$ cat src/hdl/eoc_pkg.sv
// Shared types, constants and microcode table for the epoch-to-calendar converter.
package eoc_pkg;

    localparam int unsigned REM_W  = 33;
    localparam int unsigned PC_W   = 3;
    localparam int unsigned OFS_W  = 17;

    localparam logic [OFS_W-1:0] OFFSET_RESET = 17'd32400;
    localparam logic [11:0]      EPOCH_YEAR   = 12'd1970;

    localparam logic [REM_W-1:0] SECS_DAY    = 33'd86400;
    localparam logic [REM_W-1:0] SECS_HOUR   = 33'd3600;
    localparam logic [REM_W-1:0] SECS_MIN    = 33'd60;
    localparam logic [REM_W-1:0] SECS_LEAP   = 33'd31622400;
    localparam logic [REM_W-1:0] SECS_COMMON = 33'd31536000;

    typedef enum logic [2:0] {
        OP_NONE,
        OP_YEAR,
        OP_MONTH,
        OP_DAY,
        OP_HOUR,
        OP_MIN
    } t_opsel;

    // one control word per step
    typedef struct packed {
        logic            load;
        logic            done;
        t_opsel          op;
        logic [PC_W-1:0] next;
    } t_uword;

    typedef struct packed {
        logic   accept;
        logic   take;
        logic   done;
        t_opsel op;
    } t_ctl;

    localparam logic [PC_W-1:0] ST_IDLE  = 3'd0;
    localparam logic [PC_W-1:0] ST_YEAR  = 3'd1;
    localparam logic [PC_W-1:0] ST_MONTH = 3'd2;
    localparam logic [PC_W-1:0] ST_DAY   = 3'd3;
    localparam logic [PC_W-1:0] ST_HOUR  = 3'd4;
    localparam logic [PC_W-1:0] ST_MIN   = 3'd5;
    localparam logic [PC_W-1:0] ST_DONE  = 3'd6;

    function automatic t_uword f_urom(input logic [PC_W-1:0] pc);
        t_uword w;
        w = '{load: 1'b0, done: 1'b0, op: OP_NONE, next: ST_IDLE};
        unique case (pc)
            ST_IDLE:  begin w.load = 1'b1; w.next = ST_YEAR; end
            ST_YEAR:  begin w.op = OP_YEAR;  w.next = ST_MONTH; end
            ST_MONTH: begin w.op = OP_MONTH; w.next = ST_DAY; end
            ST_DAY:   begin w.op = OP_DAY;   w.next = ST_HOUR; end
            ST_HOUR:  begin w.op = OP_HOUR;  w.next = ST_MIN; end
            ST_MIN:   begin w.op = OP_MIN;   w.next = ST_DONE; end
            ST_DONE:  begin w.done = 1'b1;   w.next = ST_IDLE; end
            default:  begin w.next = ST_IDLE; end
        endcase
        return w;
    endfunction

    function automatic logic [REM_W-1:0] f_month_secs(input logic [3:0] month,
                                                      input logic leap);
        logic [REM_W-1:0] s;
        case (month)
            4'd2:                      s = leap ? 33'd2505600 : 33'd2419200;
            4'd4, 4'd6, 4'd9, 4'd11:   s = 33'd2592000;
            default:                   s = 33'd2678400;
        endcase
        return s;
    endfunction

endpackage

$ cat src/hdl/epoch_seconds_to_calendar.sv
// Top level: zone offset register, microcode sequencer and datapath.
//
// Converts a 32-bit count of seconds since 1970-01-01 00:00 UTC, plus the
// signed zone offset register, into local year, month, day, hour, minute
// and second. A negative adjusted time yields the epoch with o_clamped set.
// Input: a word is taken at a clock edge with start high and busy low.
// Config: i_cfg_we writes i_cfg_wdata into the zone offset; write only
// while busy is low and no result is pending.
// Output: o_valid is high for one cycle with the result word; the
// receiver cannot stall, so the word must be taken in that cycle.
// Timing: the sequencer walks a shared 33-bit subtract/compare unit one
// step per cycle: one step per whole year, month, day, hour and minute,
// plus one exit step per field and a final step; busy drops as o_valid rises.
// A new word can be started in the cycle o_valid is high.
// Reset: the sequencer returns to idle, o_valid drops and the zone offset
// returns to +32400 seconds.
module epoch_seconds_to_calendar (
    input  logic        i_clk,
    input  logic        i_rst_n,
    input  logic        start,
    output logic        busy,
    input  logic [31:0] i_epoch_seconds,
    input  logic        i_cfg_we,
    input  logic [16:0] i_cfg_wdata,
    output logic        o_valid,
    output logic [11:0] o_year,
    output logic [3:0]  o_month,
    output logic [4:0]  o_day,
    output logic [4:0]  o_hour,
    output logic [5:0]  o_minute,
    output logic [5:0]  o_second,
    output logic        o_clamped
);

    logic [eoc_pkg::OFS_W-1:0] r_offset;
    eoc_pkg::t_ctl             ctl;
    logic                      cond;

    always_ff @(posedge i_clk) begin
        if (!i_rst_n) begin
            r_offset <= eoc_pkg::OFFSET_RESET;
        end else if (i_cfg_we) begin
            r_offset <= i_cfg_wdata;
        end
    end

    eoc_seq u_seq (
        .i_clk   (i_clk),
        .i_rst_n (i_rst_n),
        .start   (start),
        .i_cond  (cond),
        .busy    (busy),
        .o_ctl   (ctl)
    );

    eoc_dpath u_dpath (
        .i_clk           (i_clk),
        .i_rst_n         (i_rst_n),
        .i_ctl           (ctl),
        .i_epoch_seconds (i_epoch_seconds),
        .i_offset        (r_offset),
        .o_cond          (cond),
        .o_valid         (o_valid),
        .o_year          (o_year),
        .o_month         (o_month),
        .o_day           (o_day),
        .o_hour          (o_hour),
        .o_minute        (o_minute),
        .o_second        (o_second),
        .o_clamped       (o_clamped)
    );

endmodule

$ cat src/hdl/eoc_seq.sv
// Microcode sequencer: step counter, control word lookup and jump logic.
module eoc_seq (
    input  logic           i_clk,
    input  logic           i_rst_n,
    input  logic           start,
    input  logic           i_cond,
    output logic           busy,
    output eoc_pkg::t_ctl  o_ctl
);

    logic [eoc_pkg::PC_W-1:0] r_pc;
    logic [eoc_pkg::PC_W-1:0] n_pc;
    eoc_pkg::t_uword          uw;
    logic                     take;

    always_comb begin
        uw   = eoc_pkg::f_urom(r_pc);
        take = (uw.op != eoc_pkg::OP_NONE) && i_cond;
        if (uw.load) begin
            n_pc = start ? uw.next : r_pc;
        end else if (take) begin
            n_pc = r_pc;
        end else begin
            n_pc = uw.next;
        end
        o_ctl.accept = uw.load && start;
        o_ctl.take   = take;
        o_ctl.done   = uw.done;
        o_ctl.op     = uw.op;
    end

    always_ff @(posedge i_clk) begin
        if (!i_rst_n) begin
            r_pc <= eoc_pkg::ST_IDLE;
        end else begin
            r_pc <= n_pc;
        end
    end

    assign busy = (r_pc != eoc_pkg::ST_IDLE);

endmodule

$ cat src/hdl/eoc_dpath.sv
// Datapath: remainder register, shared subtract/compare unit and field counters.
module eoc_dpath (
    input  logic                         i_clk,
    input  logic                         i_rst_n,
    input  eoc_pkg::t_ctl                i_ctl,
    input  logic [31:0]                  i_epoch_seconds,
    input  logic [eoc_pkg::OFS_W-1:0]    i_offset,
    output logic                         o_cond,
    output logic                         o_valid,
    output logic [11:0]                  o_year,
    output logic [3:0]                   o_month,
    output logic [4:0]                   o_day,
    output logic [4:0]                   o_hour,
    output logic [5:0]                   o_minute,
    output logic [5:0]                   o_second,
    output logic                         o_clamped
);

    logic [eoc_pkg::REM_W-1:0] r_rem;
    logic [11:0]               r_year;
    logic [1:0]                r_m4;
    logic [6:0]                r_m100;
    logic [8:0]                r_m400;
    logic [3:0]                r_month;
    logic [4:0]                r_day;
    logic [4:0]                r_hour;
    logic [5:0]                r_minute;
    logic                      r_clamped;

    logic                      leap;
    logic [eoc_pkg::REM_W-1:0] operand;
    logic [eoc_pkg::REM_W:0]   diff;
    logic [33:0]               sum;

    always_comb begin
        leap = ((r_m4 == 2'd0) && (r_m100 != 7'd0)) || (r_m400 == 9'd0);
        case (i_ctl.op)
            eoc_pkg::OP_YEAR:  operand = leap ? eoc_pkg::SECS_LEAP : eoc_pkg::SECS_COMMON;
            eoc_pkg::OP_MONTH: operand = eoc_pkg::f_month_secs(r_month, leap);
            eoc_pkg::OP_DAY:   operand = eoc_pkg::SECS_DAY;
            eoc_pkg::OP_HOUR:  operand = eoc_pkg::SECS_HOUR;
            eoc_pkg::OP_MIN:   operand = eoc_pkg::SECS_MIN;
            default:           operand = '0;
        endcase
        diff   = {1'b0, r_rem} - {1'b0, operand};
        o_cond = !diff[eoc_pkg::REM_W]
                 && !((i_ctl.op == eoc_pkg::OP_MONTH) && (r_month == 4'd12));
        sum    = {2'b00, i_epoch_seconds}
                 + {{(34 - eoc_pkg::OFS_W){i_offset[eoc_pkg::OFS_W-1]}}, i_offset};
    end

    always_ff @(posedge i_clk) begin
        if (i_ctl.accept) begin
            r_rem     <= sum[33] ? '0 : sum[eoc_pkg::REM_W-1:0];
            r_clamped <= sum[33];
            r_year    <= eoc_pkg::EPOCH_YEAR;
            r_m4      <= 2'd2;
            r_m100    <= 7'd70;
            r_m400    <= 9'd370;
            r_month   <= 4'd1;
            r_day     <= 5'd1;
            r_hour    <= 5'd0;
            r_minute  <= 6'd0;
        end else if (i_ctl.take) begin
            r_rem <= diff[eoc_pkg::REM_W-1:0];
            case (i_ctl.op)
                eoc_pkg::OP_YEAR: begin
                    r_year <= r_year + 12'd1;
                    r_m4   <= r_m4 + 2'd1;
                    r_m100 <= (r_m100 == 7'd99) ? 7'd0 : r_m100 + 7'd1;
                    r_m400 <= (r_m400 == 9'd399) ? 9'd0 : r_m400 + 9'd1;
                end
                eoc_pkg::OP_MONTH: r_month  <= r_month + 4'd1;
                eoc_pkg::OP_DAY:   r_day    <= r_day + 5'd1;
                eoc_pkg::OP_HOUR:  r_hour   <= r_hour + 5'd1;
                eoc_pkg::OP_MIN:   r_minute <= r_minute + 6'd1;
                default: ;
            endcase
        end
    end

    always_ff @(posedge i_clk) begin
        if (i_ctl.done) begin
            o_year    <= r_year;
            o_month   <= r_month;
            o_day     <= r_day;
            o_hour    <= r_hour;
            o_minute  <= r_minute;
            o_second  <= r_rem[5:0];
            o_clamped <= r_clamped;
        end
    end

    always_ff @(posedge i_clk) begin
        if (!i_rst_n) begin
            o_valid <= 1'b0;
        end else begin
            o_valid <= i_ctl.done;
        end
    end

endmodule
$ cat config.mk
export PLATFORM = sky130hd
export DESIGN_NAME = epoch_seconds_to_calendar
export DESIGN_NICKNAME = d
export VERILOG_FILES = /design/src/hdl/eoc_pkg.sv /design/src/hdl/epoch_seconds_to_calendar.sv /design/src/hdl/eoc_seq.sv /design/src/hdl/eoc_dpath.sv
export SDC_FILE = /design/constraint.sdc
export NUM_CORES = 1
export LEC_CHECK = 0
export BUFFER_PORTS_ARGS = -buffer_cell sky130_fd_sc_hd__buf_2
export CAP_MARGIN = 20
export CORE_AREA = 2 2 194 196
export CTS_BUF_LIST = sky130_fd_sc_hd__clkbuf_16
export CTS_CLUSTER_SIZE = 14
export DETAILED_ROUTE_END_ITERATION = 6
export DIE_AREA = 0 0 196 198
export REMOVE_ABC_BUFFERS = 1
export SETUP_SLACK_MARGIN = 0.15
export SYNTH_ARGS = -nofsm -noshare
export SYNTH_HDL_FRONTEND = slang
export SYNTH_SLANG_ARGS = --single-unit
$ cat constraint.sdc
create_clock -name i_clk -period 7.8 [get_ports i_clk]
set_input_delay 0.39 -clock i_clk [delete_from_list [all_inputs] [get_ports i_clk]]
set_output_delay 0.39 -clock i_clk [all_outputs]
set_load 0.01 [all_outputs]
==> metrics.md <==
| Metric | Value |
|---|---|
| Overall power | `0.00286 W` |
| First-pass GRT wire length | `around 37000 um` |
| Slowest-stage cell, CP | `dfxtp_1` |
| Ys flop type | `edfxtp_1` |
| Drt drc | `0` |
| Synth area leader | `edfxtp_1` |
| Top Ports | `between 90 and 100` |
| Most frequent cells in the layout | `nand2_1 (109), buf_2 (93), edfxtp_1 (73), dfxtp_1 (71), ha_1 (67)` |
| Worst setup EP type | `flop` |
| Setup slack, reg-to-reg | `3.15 ns` |
| Worst flop-to-flop path startpoint | `u_seq.r_pc[0]$_SDFFE_PN0P_` |
| Clock period minus worst slack | `~4.6 ns` |
| Seq/Total Area, Yosys | `between 30% and 40%` |
| Startpoint types | `flop` |
| Most common cell after layout, fill and taps aside | `nand2_1` |
| Min-Delay Endpoint | `r_offset[14]$_SDFFE_PN1P_` |
| Post-CTS Setup Bufs | `0` |
| FP Rows | `71` |
| Slew HR | `36.3%` |
| Cts repair resizes | `0` |
| TritonCTS buffer count | `17` |
| CP max stage delay | `0.76 ns` |
| Die height | `roughly 200 um` |
| Slew Viols, Final | `0` |
| Seq pwr share | `a little over a third` |
| Vias in the first global route | `7179` |
| Die Width | `between 150 and 200 um` |
| Clock Root Buffer | `clkbuf_16` |
| Min-Delay Path Depth | `3` |
| CP Class | `reg -> reg` |
| Hpwl dp | `roughly 17000 um` |
| Drt via density | `slightly below 5` |
| Switch share | `approximately a third` |
| Buffers on Ports | `between 90 and 100` |
| Final setup fails | `0` |
| Final Core Density | `between 20% and 30%` |
| GRT Residual Overflow | `0` |
| Clk slew on worst S/H paths | `approximately 0.07 ns` |
| Initial core utilization | `between 20% and 30%` |
| DR WL/cell | `about 15 um` |
| Post-synth EDFFs | `73` |
| H-tree depth | `4` |
| Cell count after synthesis | `a little under 1000` |
| Hold Fails Final Rpt | `0` |
| Netlist cell types | `69` |
| Placement Setup Slack | `between 3 and 4 ns` |
| Max Cap Viol | `0` |
| N_diodes | `0` |
| Share of flip-flops with an asynchronous set or reset | `0%` |
| Nets | `approximately 1200` |
| Hold Startpoint | `i_cfg_wdata[14]` |
| Clock tree sinks | `144` |
| Warnings, synthesis | `0` |
| Fmax | `roughly 220 MHz` |
| Global-route usage over all layers | `a little under an eighth` |
| Clock buffer depth | `2` |
| CTS tree | `built` |
| Area delta synth->final | `18.0%` |
| CP arrival | `between 4 and 5 ns` |
| Critical Path RT | `around 8.1 ns` |
| Hold buffers post-CTS | `0` |
| Status | `finished, final reports clean` |
| Syn_area_per_cell | `roughly 9.3 um2` |
| Post-Syn Area | `9080 um2` |
| Worst reg2reg endpoint | `u_dpath.r_m100[2]$_SDFFE_PP1P_` |
| DR vias | `between 7000 and 8000` |
| Setup TNS | `0 ns` |
| Drt first-iter violations | `roughly 380` |
| Clock power frac | `between 30% and 40%` |
| RSZ-0062 raised after global routing | `no` |
| CP Max Fanout | `27` |
| Hold WC Path Type | `in -> reg` |
| Psw | `0.00100 W` |
| Synth top area cells | `edfxtp_1 (24%), dfxtp_1 (16%), ha_1 (9.2%)` |
| Worst skew pair latency | `roughly 0.44 ns` |
| Least-Margin Pin Slew | `between 0.9 and 1 ns` |
| Static Leak | `about 4.3 nW` |
| Final GP Congestion | `slightly below 0.9` |
| Drt first pass iters | `5` |
| Crit-path cells | `nand2_1 > nor2_1 > inv_1 > ha_1 > and3_1 > nand3_1 > o21ai_0 > a2111oi_4 > buf_4 > nor2_1 > buf_4 > a21boi_0 > a311o_1` |
| Layout cells sized above 1 | `~14%` |
| Largest net degree at the start of global routing | `between 40 and 50` |
| Maximum VDD drop | `around 0.18 mV` |
| Total power per unit cell area | `267 nW/um2` |
| Period utilization | `59.6%` |
| Die area | `roughly 39000 um2` |
| FF-to-FF path depth | `13` |
| Core footprint | `around 37000 um2` |
| Setup WS post-layout | `approximately 3.2 ns` |
| Initial antenna violation count | `0` |
| ANT nets after route | `0` |
| P_int | `0.00185 W` |
| Comb power frac | `about a third` |
| Total wire length | `about 22000 um` |
| Yosys reg bits | `approximately 140` |
| Clock skew | `between 0.009 and 0.01 ns` |
| Area share of the largest cell type after synthesis | `24.2%` |
Yosys cell counts (4+ instances only):
master,n
nand2_1,109
edfxtp_1,73
dfxtp_1,71
ha_1,67
nor2_1,67
a21oi_1,62
xnor2_1,50
o21ai_0,48
inv_1,33
nand3_1,33
mux2i_1,30
clkbuf_1,29
a21o_1,23
o22ai_1,23
xor2_1,20
nor2b_1,18
nor3_1,18
nand4_1,15
o31ai_1,12
nand2b_1,11
o211ai_1,11
a31oi_1,10
nor4_1,10
and3_1,9
or3_1,9
a211oi_1,8
o21a_1,8
o21bai_1,8
and2_1,7
buf_2,7
or4_1,7
a41oi_1,5
nor4_2,5
o21ai_1,5
a211o_1,4
a21boi_0,4
worst max-delay path: cells and delay by family, from the launching register on:
kind | cells | cell delay, ns
DFF | 1 | 0.76
AOI/OAI and AO/OA | 4 | 0.94
adders and majority gates | 1 | 0.46
and+or+nand+nor | 5 | 1.48
buffers and inverters | 3 | 0.89
sequential cells by signal, indices dropped and copies added, names as in the netlist, 2 cells and up:
register and flops:
u_dpath.o_minute 6, u_dpath.r_hour 5, u_dpath.r_rem 33, u_dpath.r_m100 7
u_dpath.r_year 12, u_dpath.r_month 4, u_dpath.r_m400 9, u_dpath.o_month 4
u_dpath.r_minute 6, u_seq.r_pc 3, u_dpath.r_m4 2, u_dpath.r_day 5
u_dpath.o_day 5, r_offset 17, u_dpath.o_hour 5, u_dpath.o_year 12
u_dpath.o_second 6
power by group through the flow:
stage | sequential, W | clock [W] | combinational [W]
6_report | 0.000995 | 0.000890 | 0.000970
5_1_grt | 0.00101 | 0.000945 | 0.00109
4_1_cts | 0.000994 | 0.000913 | 0.000961
3_5_place_dp | 0.00101 | 0 | 0.000952
3_3_place_gp | 0.00101 | 0 | 0.000943
2_1_floorplan | 0.000986 | 0 | 0.000752
final cells by class:
class | instances | area, um2
Clock buffer | 17 | 425
Clock inverter | 15 | 214
Fill cell | 3908 | 26200
Inverter | 34 | 128
Multi-Input combinational cell | 760 | 5190
Sequential cell | 144 | 3610
Tap cell | 474 | 593
Timing Repair Buffer | 100 | 546
metal layers:
| metal | up-vias | GRT usage, % | part of all wire (%) |
|---|---|---|---|
| li1 | 3790 | - | - |
| met1 | 3509 | 16.3 | 50 |
| met2 | 180 | 19.0 | 45 |
| met3 | 15 | 2.30 | 4.7 |
| met4 | 0 | 2.86 | 0.84 |
| met5 | - | 0 | 0 |
worst max path at each step:
stage	slack, ns	startpoint	end
after floorplan	2.36	u_dpath.r_m400[0]$_SDFFE_PP0P_	u_dpath.r_rem[10]$_DFFE_PP_
after global placement	3.26	u_seq.r_pc[0]$_SDFFE_PN0P_	u_dpath.r_m100[2]$_SDFFE_PP1P_
after global routing	2.77	u_seq.r_pc[0]$_SDFFE_PN0P_	u_dpath.r_m100[2]$_SDFFE_PP1P_
after CTS	3.15	u_seq.r_pc[0]$_SDFFE_PN0P_	u_dpath.r_m100[2]$_SDFFE_PP1P_
final	3.15	u_seq.r_pc[0]$_SDFFE_PN0P_	u_dpath.r_m100[2]$_SDFFE_PP1P_
after detailed placement	3.17	u_seq.r_pc[0]$_SDFFE_PN0P_	u_dpath.r_m100[2]$_SDFFE_PP1P_
logic make-up (layout without fill, tap and decap cells):
family                   Yosys count  after routing  share of synthesized area [%]
multiplexers                      30             30                           3.31
AO/OA/AOI/OAI                    259            259                           19.1
flip-flops                       144            144                           39.8
XOR/XNOR                          71             71                           6.93
AND/OR/NAND/NOR                  331            331                           18.0
adder cells (fa/ha/maj)           69             69                           9.68
buffers and inverters             72            166                           3.12
through the flow:
step,std cells,cell area (um2),hold slack [ns]
global route,1544,10700,0.163
finish,1544,10700,0.169
floorplan,938,8920,0.400
CTS,1544,10700,0.151
global placement,1510,10000,0.407
detailed placement,1512,10100,0.408
No activity file was read; power rests on OpenSTA's default activity.
